`src/sv/srpm_pkg.sv`:
```
// shared types and constants for the stereo route peak meter
package srpm_pkg;

    localparam int unsigned SAMPLE_W = 16;
    localparam int unsigned LEVEL_W  = 16;
    localparam int unsigned MODE_W   = 3;
    localparam int unsigned COUNT_W  = 2;
    localparam int unsigned CFG_IDX_W  = 8;
    localparam int unsigned CFG_DATA_W = 8;

    // decay by 0.95 as a q15 multiply
    localparam int unsigned  DECAY_W     = 15;
    localparam logic [14:0]  DECAY_MUL   = 15'd31130;
    localparam int unsigned  DECAY_SHIFT = 15;
    localparam int unsigned  PROD_W      = LEVEL_W + DECAY_W;

    typedef enum logic [MODE_W-1:0] {
        MODE_STEREO     = 3'd0,
        MODE_MUTE_LEFT  = 3'd1,
        MODE_MUTE_RIGHT = 3'd2,
        MODE_COPY_L2R   = 3'd3,
        MODE_COPY_R2L   = 3'd4
    } t_chan_mode;

    localparam logic [COUNT_W-1:0] COUNT_NONE   = 2'd0;
    localparam logic [COUNT_W-1:0] COUNT_MONO   = 2'd1;
    localparam logic [COUNT_W-1:0] COUNT_STEREO = 2'd2;

    localparam logic [CFG_IDX_W-1:0] REG_CHANNEL_MODE  = 8'd0;
    localparam logic [CFG_IDX_W-1:0] REG_CHANNEL_COUNT = 8'd1;

    localparam logic [LEVEL_W-1:0] LEVEL_FULL_SCALE = 16'h8000;

    // per-lane control for one accepted frame
    typedef struct packed {
        logic track;   // fold this sample into the running peak
        logic update;  // refresh the displayed level
        logic clear;   // restart the running peak after this frame
    } t_lane_ctl;

endpackage

```
`src/sv/srpm_if.sv`:
```
// handshake interfaces for frame input, frame output and register writes
interface srpm_in_if;
    logic                                  valid;
    logic                                  ready;
    logic signed [srpm_pkg::SAMPLE_W-1:0]  left_in;
    logic signed [srpm_pkg::SAMPLE_W-1:0]  right_in;
    logic                                  block_end;
    logic                                  block_empty;

    modport source (output valid, left_in, right_in, block_end, block_empty, input ready);
    modport sink   (input valid, left_in, right_in, block_end, block_empty, output ready);
endinterface

interface srpm_out_if;
    logic                                  valid;
    logic                                  ready;
    logic signed [srpm_pkg::SAMPLE_W-1:0]  left_out;
    logic signed [srpm_pkg::SAMPLE_W-1:0]  right_out;
    logic                                  levels_updated;
    logic        [srpm_pkg::LEVEL_W-1:0]   left_level;
    logic        [srpm_pkg::LEVEL_W-1:0]   right_level;

    modport source (output valid, left_out, right_out, levels_updated, left_level,
                    right_level, input ready);
    modport sink   (input valid, left_out, right_out, levels_updated, left_level,
                    right_level, output ready);
endinterface

interface srpm_cfg_if;
    logic                                  valid;
    logic                                  ready;
    logic [srpm_pkg::CFG_IDX_W-1:0]        index;
    logic [srpm_pkg::CFG_DATA_W-1:0]       data;

    modport source (output valid, index, data, input ready);
    modport sink   (input valid, index, data, output ready);
endinterface

```
`src/sv/srpm_route.sv`:
```
// channel routing of one frame by mode and channel count
module srpm_route (
    input  logic [srpm_pkg::MODE_W-1:0]         i_mode,
    input  logic [srpm_pkg::COUNT_W-1:0]        i_count,
    input  logic                                i_empty,
    input  logic signed [srpm_pkg::SAMPLE_W-1:0] i_left,
    input  logic signed [srpm_pkg::SAMPLE_W-1:0] i_right,
    output logic signed [srpm_pkg::SAMPLE_W-1:0] o_left,
    output logic signed [srpm_pkg::SAMPLE_W-1:0] o_right
);

    always_comb begin
        o_left  = i_left;
        o_right = i_right;
        if (i_empty || i_count == srpm_pkg::COUNT_NONE) begin
            o_left  = '0;
            o_right = '0;
        end else if (i_count == srpm_pkg::COUNT_MONO) begin
            // mono: only mute left applies
            if (i_mode == srpm_pkg::MODE_MUTE_LEFT) begin
                o_left = '0;
            end
            o_right = '0;
        end else begin
            unique case (i_mode)
                srpm_pkg::MODE_MUTE_LEFT:  o_left  = '0;
                srpm_pkg::MODE_MUTE_RIGHT: o_right = '0;
                srpm_pkg::MODE_COPY_L2R:   o_right = i_left;
                srpm_pkg::MODE_COPY_R2L:   o_left  = i_right;
                default: begin
                    o_left  = i_left;
                    o_right = i_right;
                end
            endcase
        end
    end

endmodule

```
`src/sv/srpm_lane.sv`:
```
// one channel lane: magnitude, running block peak and decaying display level
module srpm_lane (
    input  logic                                 i_clk,
    input  logic                                 i_rst_n,
    input  srpm_pkg::t_lane_ctl                  i_ctl,
    input  logic signed [srpm_pkg::SAMPLE_W-1:0] i_sample,
    input  logic [srpm_pkg::LEVEL_W-1:0]         i_upd_peak,
    output logic [srpm_pkg::LEVEL_W-1:0]         o_blk_peak,
    output logic [srpm_pkg::LEVEL_W-1:0]         o_level
);

    logic [srpm_pkg::LEVEL_W-1:0] r_peak;
    logic [srpm_pkg::LEVEL_W-1:0] n_peak;
    logic [srpm_pkg::LEVEL_W-1:0] r_level;
    logic [srpm_pkg::LEVEL_W-1:0] n_level;
    logic [srpm_pkg::LEVEL_W-1:0] w_mag;
    logic [srpm_pkg::LEVEL_W-1:0] w_max;
    logic [srpm_pkg::PROD_W-1:0]  w_prod;

    // full-scale negative maps to 0x8000
    assign w_mag = i_sample[srpm_pkg::SAMPLE_W-1]
                   ? (srpm_pkg::LEVEL_W'(~i_sample) + srpm_pkg::LEVEL_W'(1))
                   : srpm_pkg::LEVEL_W'(i_sample);
    assign w_max = (w_mag > r_peak) ? w_mag : r_peak;
    assign o_blk_peak = i_ctl.track ? w_max : r_peak;

    assign w_prod = srpm_pkg::PROD_W'(r_level) * srpm_pkg::PROD_W'(srpm_pkg::DECAY_MUL);

    always_comb begin
        n_level = r_level;
        if (i_ctl.update) begin
            n_level = (i_upd_peak > r_level)
                      ? i_upd_peak
                      : w_prod[srpm_pkg::PROD_W-1:srpm_pkg::DECAY_SHIFT];
        end
        n_peak = r_peak;
        if (i_ctl.clear) begin
            n_peak = '0;
        end else if (i_ctl.track) begin
            n_peak = w_max;
        end
    end

    assign o_level = n_level;

    always_ff @(posedge i_clk) begin
        if (!i_rst_n) begin
            r_peak  <= '0;
            r_level <= '0;
        end else begin
            r_peak  <= n_peak;
            r_level <= n_level;
        end
    end

endmodule

```
`src/sv/stereo_route_peak_meter.sv`:
```
// stereo route peak meter top level: registers, two lanes and the output stage
// output: the result of each input transfer is registered in the output register
// throughput: one frame per cycle unless the output stalls; peak tracking and
//   the level decay multiply settle within the input transfer cycle in each lane
// stall: input ready follows the output register, free or being emptied
// reset: synchronous active low; clears peaks, levels and the output valid,
//   sets channel_mode to stereo and channel_count to two
module stereo_route_peak_meter (
    input  logic             i_clk,
    input  logic             i_rst_n,
    srpm_in_if.sink          i_in,
    srpm_out_if.source       o_out,
    srpm_cfg_if.sink         i_cfg
);

    // configuration registers
    logic [srpm_pkg::MODE_W-1:0]  r_mode;
    logic [srpm_pkg::COUNT_W-1:0] r_count;

    // routed samples
    logic signed [srpm_pkg::SAMPLE_W-1:0] w_left;
    logic signed [srpm_pkg::SAMPLE_W-1:0] w_right;

    // lane controls and merge signals
    logic                           w_accept;
    srpm_pkg::t_lane_ctl            w_ctl;
    logic [srpm_pkg::LEVEL_W-1:0]   w_left_blk;
    logic [srpm_pkg::LEVEL_W-1:0]   w_right_blk;
    logic [srpm_pkg::LEVEL_W-1:0]   w_left_upd;
    logic [srpm_pkg::LEVEL_W-1:0]   w_right_upd;
    logic [srpm_pkg::LEVEL_W-1:0]   w_left_level;
    logic [srpm_pkg::LEVEL_W-1:0]   w_right_level;

    // output register
    logic                                 r_out_valid;
    logic signed [srpm_pkg::SAMPLE_W-1:0] r_left_out;
    logic signed [srpm_pkg::SAMPLE_W-1:0] r_right_out;
    logic                                 r_updated;
    logic [srpm_pkg::LEVEL_W-1:0]         r_left_level;
    logic [srpm_pkg::LEVEL_W-1:0]         r_right_level;

    // register writes are always taken
    assign i_cfg.ready = 1'b1;

    always_ff @(posedge i_clk) begin
        if (!i_rst_n) begin
            r_mode  <= srpm_pkg::MODE_STEREO;
            r_count <= srpm_pkg::COUNT_STEREO;
        end else if (i_cfg.valid) begin
            if (i_cfg.index == srpm_pkg::REG_CHANNEL_MODE) begin
                r_mode <= i_cfg.data[srpm_pkg::MODE_W-1:0];
            end else if (i_cfg.index == srpm_pkg::REG_CHANNEL_COUNT) begin
                r_count <= i_cfg.data[srpm_pkg::COUNT_W-1:0];
            end
        end
    end

    // take a frame whenever the output register is free or drains this cycle
    assign i_in.ready = !r_out_valid || o_out.ready;
    assign w_accept   = i_in.valid && i_in.ready;

    srpm_route u_route (
        .i_mode  (r_mode),
        .i_count (r_count),
        .i_empty (i_in.block_empty),
        .i_left  (i_in.left_in),
        .i_right (i_in.right_in),
        .o_left  (w_left),
        .o_right (w_right)
    );

    // an empty block only decays and leaves the running peaks alone
    always_comb begin
        w_ctl.track  = w_accept && !i_in.block_empty;
        w_ctl.update = w_accept && (i_in.block_empty || i_in.block_end);
        w_ctl.clear  = w_accept && !i_in.block_empty && i_in.block_end;
    end

    // merge: choose the peak each level sees at the block boundary
    always_comb begin
        w_left_upd  = w_left_blk;
        w_right_upd = w_right_blk;
        if (i_in.block_empty || r_count == srpm_pkg::COUNT_NONE) begin
            w_left_upd  = '0;
            w_right_upd = '0;
        end else if (r_count == srpm_pkg::COUNT_MONO) begin
            // mono: right display follows the left block peak
            w_right_upd = w_left_blk;
        end
    end

    srpm_lane u_lane_left (
        .i_clk      (i_clk),
        .i_rst_n    (i_rst_n),
        .i_ctl      (w_ctl),
        .i_sample   (w_left),
        .i_upd_peak (w_left_upd),
        .o_blk_peak (w_left_blk),
        .o_level    (w_left_level)
    );

    srpm_lane u_lane_right (
        .i_clk      (i_clk),
        .i_rst_n    (i_rst_n),
        .i_ctl      (w_ctl),
        .i_sample   (w_right),
        .i_upd_peak (w_right_upd),
        .o_blk_peak (w_right_blk),
        .o_level    (w_right_level)
    );

    // output register: loads on every input transfer, empties on output transfer
    always_ff @(posedge i_clk) begin
        if (!i_rst_n) begin
            r_out_valid <= 1'b0;
        end else if (w_accept) begin
            r_out_valid <= 1'b1;
        end else if (o_out.ready) begin
            r_out_valid <= 1'b0;
        end
    end

    always_ff @(posedge i_clk) begin
        if (w_accept) begin
            r_left_out    <= w_left;
            r_right_out   <= w_right;
            r_updated     <= w_ctl.update;
            r_left_level  <= w_left_level;
            r_right_level <= w_right_level;
        end
    end

    assign o_out.valid          = r_out_valid;
    assign o_out.left_out       = r_left_out;
    assign o_out.right_out      = r_right_out;
    assign o_out.levels_updated = r_updated;
    assign o_out.left_level     = r_left_level;
    assign o_out.right_level    = r_right_level;

endmodule

```
`src/flat_wrapper.sv`:
```
// flat-port wrapper written by rule: the top's interface ports become plain ports
module stereo_route_peak_meter_flat 
  (i_clk, i_rst_n, i_in_valid, i_in_left_in, i_in_right_in, i_in_block_end, i_in_block_empty, i_in_ready, o_out_valid, o_out_left_out, o_out_right_out, o_out_levels_updated, o_out_left_level, o_out_right_level, o_out_ready, i_cfg_valid, i_cfg_index, i_cfg_data, i_cfg_ready);
  srpm_in_if i_in_i ();
  srpm_out_if o_out_i ();
  srpm_cfg_if i_cfg_i ();
  input  logic i_clk;
  input  logic i_rst_n;
  input wire logic [$bits(i_in_i.valid)-1:0] i_in_valid;
  input wire logic [$bits(i_in_i.left_in)-1:0] i_in_left_in;
  input wire logic [$bits(i_in_i.right_in)-1:0] i_in_right_in;
  input wire logic [$bits(i_in_i.block_end)-1:0] i_in_block_end;
  input wire logic [$bits(i_in_i.block_empty)-1:0] i_in_block_empty;
  output wire logic [$bits(i_in_i.ready)-1:0] i_in_ready;
  output wire logic [$bits(o_out_i.valid)-1:0] o_out_valid;
  output wire logic [$bits(o_out_i.left_out)-1:0] o_out_left_out;
  output wire logic [$bits(o_out_i.right_out)-1:0] o_out_right_out;
  output wire logic [$bits(o_out_i.levels_updated)-1:0] o_out_levels_updated;
  output wire logic [$bits(o_out_i.left_level)-1:0] o_out_left_level;
  output wire logic [$bits(o_out_i.right_level)-1:0] o_out_right_level;
  input wire logic [$bits(o_out_i.ready)-1:0] o_out_ready;
  input wire logic [$bits(i_cfg_i.valid)-1:0] i_cfg_valid;
  input wire logic [$bits(i_cfg_i.index)-1:0] i_cfg_index;
  input wire logic [$bits(i_cfg_i.data)-1:0] i_cfg_data;
  output wire logic [$bits(i_cfg_i.ready)-1:0] i_cfg_ready;
  assign i_in_i.valid = i_in_valid;
  assign i_in_i.left_in = i_in_left_in;
  assign i_in_i.right_in = i_in_right_in;
  assign i_in_i.block_end = i_in_block_end;
  assign i_in_i.block_empty = i_in_block_empty;
  assign i_in_ready = i_in_i.ready;
  assign o_out_valid = o_out_i.valid;
  assign o_out_left_out = o_out_i.left_out;
  assign o_out_right_out = o_out_i.right_out;
  assign o_out_levels_updated = o_out_i.levels_updated;
  assign o_out_left_level = o_out_i.left_level;
  assign o_out_right_level = o_out_i.right_level;
  assign o_out_i.ready = o_out_ready;
  assign i_cfg_i.valid = i_cfg_valid;
  assign i_cfg_i.index = i_cfg_index;
  assign i_cfg_i.data = i_cfg_data;
  assign i_cfg_ready = i_cfg_i.ready;
  stereo_route_peak_meter u_core (.i_clk(i_clk), .i_rst_n(i_rst_n), .i_in(i_in_i), .o_out(o_out_i), .i_cfg(i_cfg_i));
endmodule
```
`config.mk`:
```
export PLATFORM = sky130hd
export DESIGN_NAME = stereo_route_peak_meter_flat
export DESIGN_NICKNAME = d
export VERILOG_FILES = /design/src/sv/srpm_pkg.sv /design/src/sv/srpm_if.sv /design/src/sv/srpm_route.sv /design/src/sv/srpm_lane.sv /design/src/sv/stereo_route_peak_meter.sv /design/src/flat_wrapper.sv
export SDC_FILE = /design/constraint.sdc
export NUM_CORES = 1
export LEC_CHECK = 0
export BUFFER_PORTS_ARGS = -buffer_cell sky130_fd_sc_hd__buf_2
export CORE_MARGIN = 2
export CORE_UTILIZATION = 45
export CTS_CLUSTER_SIZE = 30
export DETAILED_ROUTE_END_ITERATION = 10
export HOLD_SLACK_MARGIN = 0.02
export SYNTH_ARGS = -nofsm -noshare
export SYNTH_HDL_FRONTEND = slang
export SYNTH_HIERARCHICAL = 1
export SYNTH_SLANG_ARGS = --single-unit
```
`constraint.sdc`:
```
create_clock -name i_clk -period 7.3 [get_ports i_clk]
set_input_delay 0.365 -clock i_clk [delete_from_list [all_inputs] [get_ports i_clk]]
set_output_delay 0.365 -clock i_clk [all_outputs]
set_load 0.01 [all_outputs]
```
== Word-level counts from Yosys, hierarchy flattened ==
Cells that the tools add are included.

* Register bits: 135
* ROM bits: 0
* Word-level logic and storage cells: 67
* Bits in writable memories: 0
* Memories kept: 0
* Output and inout bits: 68
* Bits of input ports: 55
* Latch bits: 0

* Reductions and logical operators: 15
* Divide/modulo/power cells: 0
* Equality and inequality tests: 6
* Shift operators: 0
* Mux-type cells: 22
* Multiply operators: 2
* Order comparisons: 4
* Bitwise gates (word level): 4
* $add $sub $neg: 2

{| class="wikitable"
|+ Operators by type and width
! kind !! count
|-
| 2-to-1 mux 16 bit || 18
|-
| > comparator 16 bit || 4
|-
| one-hot mux 16 bit (2 select lines) || 2
|-
| multiplier 16 x 14 -> 30 bit (second input constant) || 2
|-
| adder 16 x 2 -> 16 bit (second input constant) || 2
|-
| NOT 16 bit || 2
|-
| equality test 8 x 1 -> 1 bit (second input constant) || 1
|-
| zero test 8 bit || 1
|-
| equality test 3 x 2 -> 1 bit (second input constant) || 2
|-
| logical AND 1 bit || 4
|-
| equality test 3 x 1 -> 1 bit (second input constant) || 1
|-
| equality test 3 bit (second input constant) || 1
|-
| logical OR 1 bit || 3
|-
| AND reduction 3 bit || 1
|-
| equality test 2 x 1 -> 1 bit (second input constant) || 1
|-
| zero test 1 bit || 2
|-
| zero test 2 bit || 1
|-
| 2-to-1 mux 1 bit || 2
|-
| NOT 1 bit || 2
|-
| AND reduction 2 bit || 1
|-
| nonzero test 2 bit || 1
|-
| OR reduction 2 bit || 1
|}

== Depth between registers and ports, before layout ==
* Word-level depth: 15
* Depth in mapped cells: 31
* Gate-level depth less buffers: 28

== Cells and area by module ==
The synthesis kept the hierarchy.

{| class="wikitable"
|+ By module, submodules not included
! module !! cells each !! times used !! sequential area each (um^2) !! area an instance (um^2)
|-
| srpm_lane at u_core.u_lane_right || 830 || 1 || 640.6 || 7273.2
|-
| srpm_lane at u_core.u_lane_left || 818 || 1 || 640.6 || 7208.2
|-
| stereo_route_peak_meter || 160 || 1 || 2072.0 || 2603.7
|-
| srpm_route || 118 || 1 || 0.0 || 734.5
|}

== Worst setup path before layout ==
OpenSTA, ideal clock, no wires.

* Kind: register to register
* From: register u_core/r_mode[0] in the netlist's numbering
* To: register u_core.r_left_level (netlist bit u_core/o_out.left_level[11]), data pin
* Data required time: 7.035 ns
* Buffers on the path: 5
* Clock period less this slack: 7.215 ns
* Arrival: 6.950 ns
* Path slack: 0.085 ns
* Stages on the path, launching flop included: 29
* Library setup time: 0.265 ns
* Path through: dfxtp_1 > buf_6 > or3b_1 > buf_6 > buf_12 > nand3_2 > mux2i_1 > or4_4 > or4_4 > or3_4 > o31ai_4 > xnor2_1 > ha_1 > nand4_1 > or2_2 > o31ai_1 > a21o_1 > buf_1 > a21oi_1 > and2_1 > ha_1 > a211o_1 > o211ai_1 > a21oi_1 > nor4b_2 > clkbuf_1 > nor3b_1 > a311oi_1 > nor2_1

* Longest elaborated chain between the ends: 14
* Elaborated cells between the ends (all ways): 16
* Those cells by class: 1 x add/sub; 2 x order compare; 2 x eq/ne; 10 x mux; 1 x bitwise

{| class="wikitable"
|+ RTL lines
! element !! RTL line !! RTL
|-
| from (decl) || stereo_route_peak_meter.sv:17 || <nowiki>logic [srpm_pkg::MODE_W-1:0] r_mode;</nowiki>
|-
| from (signal assigned) || stereo_route_peak_meter.sv:47 || <nowiki>r_mode <= srpm_pkg::MODE_STEREO;</nowiki>
|-
| from (signal assigned) || stereo_route_peak_meter.sv:51 || <nowiki>r_mode <= i_cfg.data[srpm_pkg::MODE_W-1:0];</nowiki>
|-
| equality test 3 bit / equality test 3 x 1 -> 1 bit (equally long branches) || srpm_route.sv:25, srpm_route.sv:20 ||
|-
| one-hot mux 16 bit (2 select lines) / 2-to-1 mux 16 bit (equally long branches) || srpm_route.sv:25, srpm_route.sv:20 ||
|-
| 2-to-1 mux 16 bit * || srpm_route.sv:18 || <nowiki>end else if (i_count == srpm_pkg::COUNT_MONO) begin</nowiki>
|-
| 2-to-1 mux 16 bit * || srpm_route.sv:15 || <nowiki>if (i_empty || i_count == srpm_pkg::COUNT_NONE) begin</nowiki>
|-
| net u_core.w_left (one bit) || stereo_route_peak_meter.sv:21 || <nowiki>logic signed [srpm_pkg::SAMPLE_W-1:0] w_left;</nowiki>
|-
| NOT 16 bit || srpm_lane.sv:22 || <nowiki>? (srpm_pkg::LEVEL_W'(~i_sample) + srpm_pkg::LEVEL_W'(1))</nowiki>
|-
| adder 16 x 2 -> 16 bit || srpm_lane.sv:22 ||
|-
| 2-to-1 mux 16 bit * || srpm_lane.sv:22 ||
|-
| [... 2 more ...] || n/a ||
|-
| 2-to-1 mux 16 bit * || n/a ||
|-
| net u_core.w_left_blk (one bit) || stereo_route_peak_meter.sv:27 || <nowiki>logic [srpm_pkg::LEVEL_W-1:0] w_left_blk;</nowiki>
|-
| 2-to-1 mux 16 bit * || stereo_route_peak_meter.sv:83 || <nowiki>if (i_in.block_empty || r_count == srpm_pkg::COUNT_NONE) begin</nowiki>
|-
| net u_core.w_left_upd (one bit) || stereo_route_peak_meter.sv:29 || <nowiki>logic [srpm_pkg::LEVEL_W-1:0] w_left_upd;</nowiki>
|-
| > comparator 16 bit * || srpm_lane.sv:32 || <nowiki>n_level = (i_upd_peak > r_level)</nowiki>
|-
| 2-to-1 mux 16 bit * || srpm_lane.sv:33 || <nowiki>? i_upd_peak</nowiki>
|-
| 2-to-1 mux 16 bit * || srpm_lane.sv:31 || <nowiki>if (i_ctl.update) begin</nowiki>
|-
| net u_core.w_left_level (one bit) || stereo_route_peak_meter.sv:31 || <nowiki>logic [srpm_pkg::LEVEL_W-1:0] w_left_level;</nowiki>
|-
| to (signal assigned) || stereo_route_peak_meter.sv:128 || <nowiki>r_left_level <= w_left_level;</nowiki>
|-
| to (decl) || stereo_route_peak_meter.sv:39 || <nowiki>logic [srpm_pkg::LEVEL_W-1:0] r_left_level;</nowiki>
|}

Mark *: on every way through the listed nets, which the timed path passes. The rest lies on a longest branch.
A chain may end at the register's enable or synchronous reset.

== Final worst setup path ==
* From: register u_core/r_mode[0] in the netlist's numbering
* To: register u_core.r_right_level (netlist bit u_core/o_out.right_level[8]), data pin

* Longest elaborated chain between the ends: 15
* Elaborated cells between the ends (all ways): 28
* Those cells by class: 2 x add/sub; 3 x order compare; 4 x eq/ne; 17 x mux; 2 x bitwise

{| class="wikitable"
|+ RTL lines
! element !! RTL line !! RTL
|-
| equality test 3 bit / equality test 3 x 1 -> 1 bit (equally long branches) || srpm_route.sv:25, srpm_route.sv:20 ||
|-
| one-hot mux 16 bit (2 select lines) / 2-to-1 mux 16 bit (equally long branches) || srpm_route.sv:25, srpm_route.sv:20 ||
|-
| 2-to-1 mux 16 bit * || srpm_route.sv:18 ||
|-
| 2-to-1 mux 16 bit * || srpm_route.sv:15 ||
|-
| net u_core.w_left (one bit) || stereo_route_peak_meter.sv:21 ||
|-
| NOT 16 bit || srpm_lane.sv:22 ||
|-
| adder 16 x 2 -> 16 bit || srpm_lane.sv:22 ||
|-
| 2-to-1 mux 16 bit * || srpm_lane.sv:22 ||
|-
| [... 3 more ...] || n/a ||
|-
| net u_core.w_left_blk (one bit) || stereo_route_peak_meter.sv:27 ||
|-
| 2-to-1 mux 16 bit * || stereo_route_peak_meter.sv:86 || <nowiki>end else if (r_count == srpm_pkg::COUNT_MONO) begin</nowiki>
|-
| 2-to-1 mux 16 bit * || stereo_route_peak_meter.sv:83 ||
|-
| net u_core.w_right_upd (one bit) || stereo_route_peak_meter.sv:30 || <nowiki>logic [srpm_pkg::LEVEL_W-1:0] w_right_upd;</nowiki>
|-
| > comparator 16 bit * || srpm_lane.sv:32 ||
|-
| 2-to-1 mux 16 bit * || srpm_lane.sv:33 ||
|-
| 2-to-1 mux 16 bit * || srpm_lane.sv:31 ||
|-
| net u_core.w_right_level (one bit) || stereo_route_peak_meter.sv:32 || <nowiki>logic [srpm_pkg::LEVEL_W-1:0] w_right_level;</nowiki>
|-
| to (signal assigned) || stereo_route_peak_meter.sv:129 || <nowiki>r_right_level <= w_right_level;</nowiki>
|-
| to (decl) || stereo_route_peak_meter.sv:40 || <nowiki>logic [srpm_pkg::LEVEL_W-1:0] r_right_level;</nowiki>
|}

Marked as above.

==> impl_metrics.json <==
{
  "status": "completed",
  "cp-startpoint": "u_core/r_mode[0]",
  "hold_viol_final": 0,
  "clock.fmax_mhz": 141,
  "synth_top_area_share_pct": 19.7,
  "syn_area_per_cell_um2": 9.25,
  "cts_inserted_buffers": 17,
  "final_core_util_pct": 51.4,
  "vias": 14500,
  "drive_above_1_share_pct": 13.8,
  "wl_per_cell_um": 18.9,
  "cp-end-kind": "flop",
  "met2_usage_pct": 39.0,
  "die_h_um": 203,
  "grt_pass1_vias": 14400,
  "clk_latency_ns": 0.44,
  "grt_usage_pct": 24.0,
  "setup_viol": 0,
  "drtPass1Iterations": 6,
  "place_congestion": 0.919,
  "drt_iter0_drc": 890,
  "period_minus_slack_ns": 7.09,
  "ant_nets": 0,
  "yosysWarningCount": 6,
  "synthTopCellsByArea": "ha_1 (20%), fa_1 (19%), edfxtp_1 (11%)",
  "rsz0062_at_grt": "yes",
  "cts_tree": "built",
  "tightest_slew_ns": 1.09,
  "num_rows": 72,
  "rrSetupSlack_ns": 0.21,
  "placement.io_buffers": 116,
  "route.detailed.drc": 0,
  "startpoint_type": "flop",
  "stdcell_area_um2": 20000,
  "viasPerCell": 5.59,
  "fin_skew_ns": 0.0106,
  "grt_max_degree": 69,
  "ys_types": 90,
  "drt-total-wl_um": 48900,
  "layout_common_cells": "inv_1 (357), ha_1 (280), fa_1 (170)",
  "synthesis.area_um2": 17800,
  "initial_core_util_pct": 45.9,
  "diodes": 0,
  "cts_buffer_depth": 2,
  "dpl_cell_area_um2": 19200,
  "die_w_um": 203,
  "pin_count": 123,
  "cts_hold_buffers": 0,
  "path_clk_slew_ns": 0.07,
  "synth_edf_count": 65,
  "r2r-end": "u_core/o_out.right_level[8]",
  "syn_inst": 1926,
  "core_um2": 38800,
  "antenna_found_initial": 0,
  "clockRootBuffer": "clkbuf_16",
  "ys_seq_elements": 135,
  "worst-endpoint-required_ns": 7.53,
  "hold_class": "in -> reg",
  "grt-busiest-layer": "met2",
  "whs_path_depth": 3,
  "crit_type": "reg -> reg",
  "hold_slack_ns": 0.170,
  "grt_util_met3_pct": 2.99,
  "syn_to_final_growth_pct": 12.0,
  "fin_nets": 2563,
  "path_max_fanout": 24,
  "crit_arrival_ns": 7.32,
  "synth-main-ff-cell": "dfxtp_1",
  "htree_num_levels": 4,
  "grt_pass1_wl_um": 77500,
  "fin_crit_sh_pct": 97.1,
  "overflow": 0,
  "rr_startpoint": "u_core/r_mode[0]",
  "cts_sinks": 135,
  "final_max_slew_viol_count": 0,
  "yosysSeqAreaShare_pct": 18.8,
  "holdPathEnd": "u_core/r_mode[2]",
  "dp_hpwl_um": 40100,
  "synth_largest_area_cell": "ha_1",
  "max_cap_viol_count": 0,
  "grt_use_met1_pct": 33.9,
  "fp.dieArea_um2": 41200,
  "synth-async-reset-ratio_pct": 0,
  "final_common_cell": "inv_1",
  "holdCritStartpoint": "i_cfg_data[2]",
  "max-slew-margin-rel_pct": 27.5,
  "syn-num-nets": 2431,
  "r2r_cells": 26
}
stage by stage:
| stage | worst slack, ns | setup TNS (ns) | instances |
|---|---|---|---|
| final | 0.209 | 0 | 2589 |
| after global routing | -0.0876 | -0.372 | 2589 |
| after CTS | 0.0214 | 0 | 2585 |
| after detailed placement | -0.0601 | -0.143 | 2553 |
| after global placement | 0.127 | 0 | 2553 |
| after floorplan | 0.0846 | 0 | 1926 |
metal layers:
layer,up-vias,wire [um],part of all wire [%]
met5,-,0,0
met4,0,1050,2.2
met3,59,2420,5.0
met2,421,22700,46
met1,7028,22700,46
li1,6966,-,-
registers in the layout, indices dropped and copies added, names as in the netlist:
name                         flops
u_core/u_lane_left/r_peak       16
u_core/o_out.valid               1
u_core/o_out.levels_updated      1
u_core/u_lane_left/r_level      16
u_core/r_mode                    3
u_core/o_out.right_level        16
u_core/o_out.left_level         16
u_core/u_lane_right/r_level     16
u_core/o_out.left_out           16
u_core/u_lane_right/r_peak      16
u_core/r_count                   2
u_core/o_out.right_out          16
worst max-delay path: stages, from the launching register on:
cell,delay [ns]
dfxtp_2,0.41
or3b_4,0.47
nand3_2,0.10
mux2i_1,0.09
or4_4,0.57
or4_4,0.43
or3_4,0.37
o31ai_4,0.18
xnor2_1,0.14
ha_1,0.32
nand4_1,0.07
or2_2,0.35
o31ai_2,0.30
a21o_1,0.17
buf_8,0.21
mux2_2,0.40
a22oi_1,0.15
nor2_1,0.09
ha_1,0.34
nand4_1,0.21
clkinv_1,0.15
a221oi_2,0.35
nor2_2,0.14
nor2_4,0.25
buf_4,0.17
o2111ai_1,0.12
a31oi_1,0.31
layout make-up:
type / count / area (um^2)
clock buffers: 20 / 457
clock inverters: 12 / 138
fillers: 3651 / 18900
inverters: 361 / 1360
multi-input cells: 1363 / 12900
flip-flops and latches: 135 / 3350
well taps: 518 / 648
repair buffers: 180 / 1080
synth_stat cells (11+ instances only):
cell       instances
nand4_1           28
clkbuf_1          43
nand2_1          108
a21o_1            33
and2_1            24
nor3_1            19
inv_1            358
a22oi_1           16
mux2i_1           31
edfxtp_1          65
o211ai_1          17
xnor2_1           35
a211oi_1          57
a31oi_1           22
o21ai_0           32
a2111oi_0         18
fa_1             170
o21a_1            11
nor2_1            81
a21oi_1          112
dfxtp_1           70
nor2b_1           12
o31ai_1           11
ha_1             280
nand2b_1          12
nand3_1           46
logic make-up after synthesis:
family,synth area share (%)
other cells,0.0210
simple gates,12.3
fa+ha+maj,38.8
buf+inv,9.37
compound gates,16.3
mux,2.37
xor+xnor,2.06
flops,18.8
repair_timing:
action / CTS / global route
pin swaps: 0 / 2
endpoints found under the setup margin: 5 / 59
buffers inserted: 0 / 4
gates resized for setup: 3 / 24
worst max path at each step:
stage / to / slack (ns) / cells past startpoint
3_3_place_gp: u_core/o_out.right_level[8] / 0.13 / 26
6_report: u_core/o_out.right_level[8] / 0.21 / 26
2_1_floorplan: u_core/o_out.left_level[11] / 0.08 / 28
3_5_place_dp: u_core/o_out.right_level[2] / -0.06 / 24
4_1_cts: u_core/o_out.right_level[7] / 0.02 / 26
5_1_grt: u_core/o_out.right_level[10] / -0.09 / 27
Power is not shown: default switching activity piles up to over one toggle a cycle in this logic, so the estimate is an artifact.
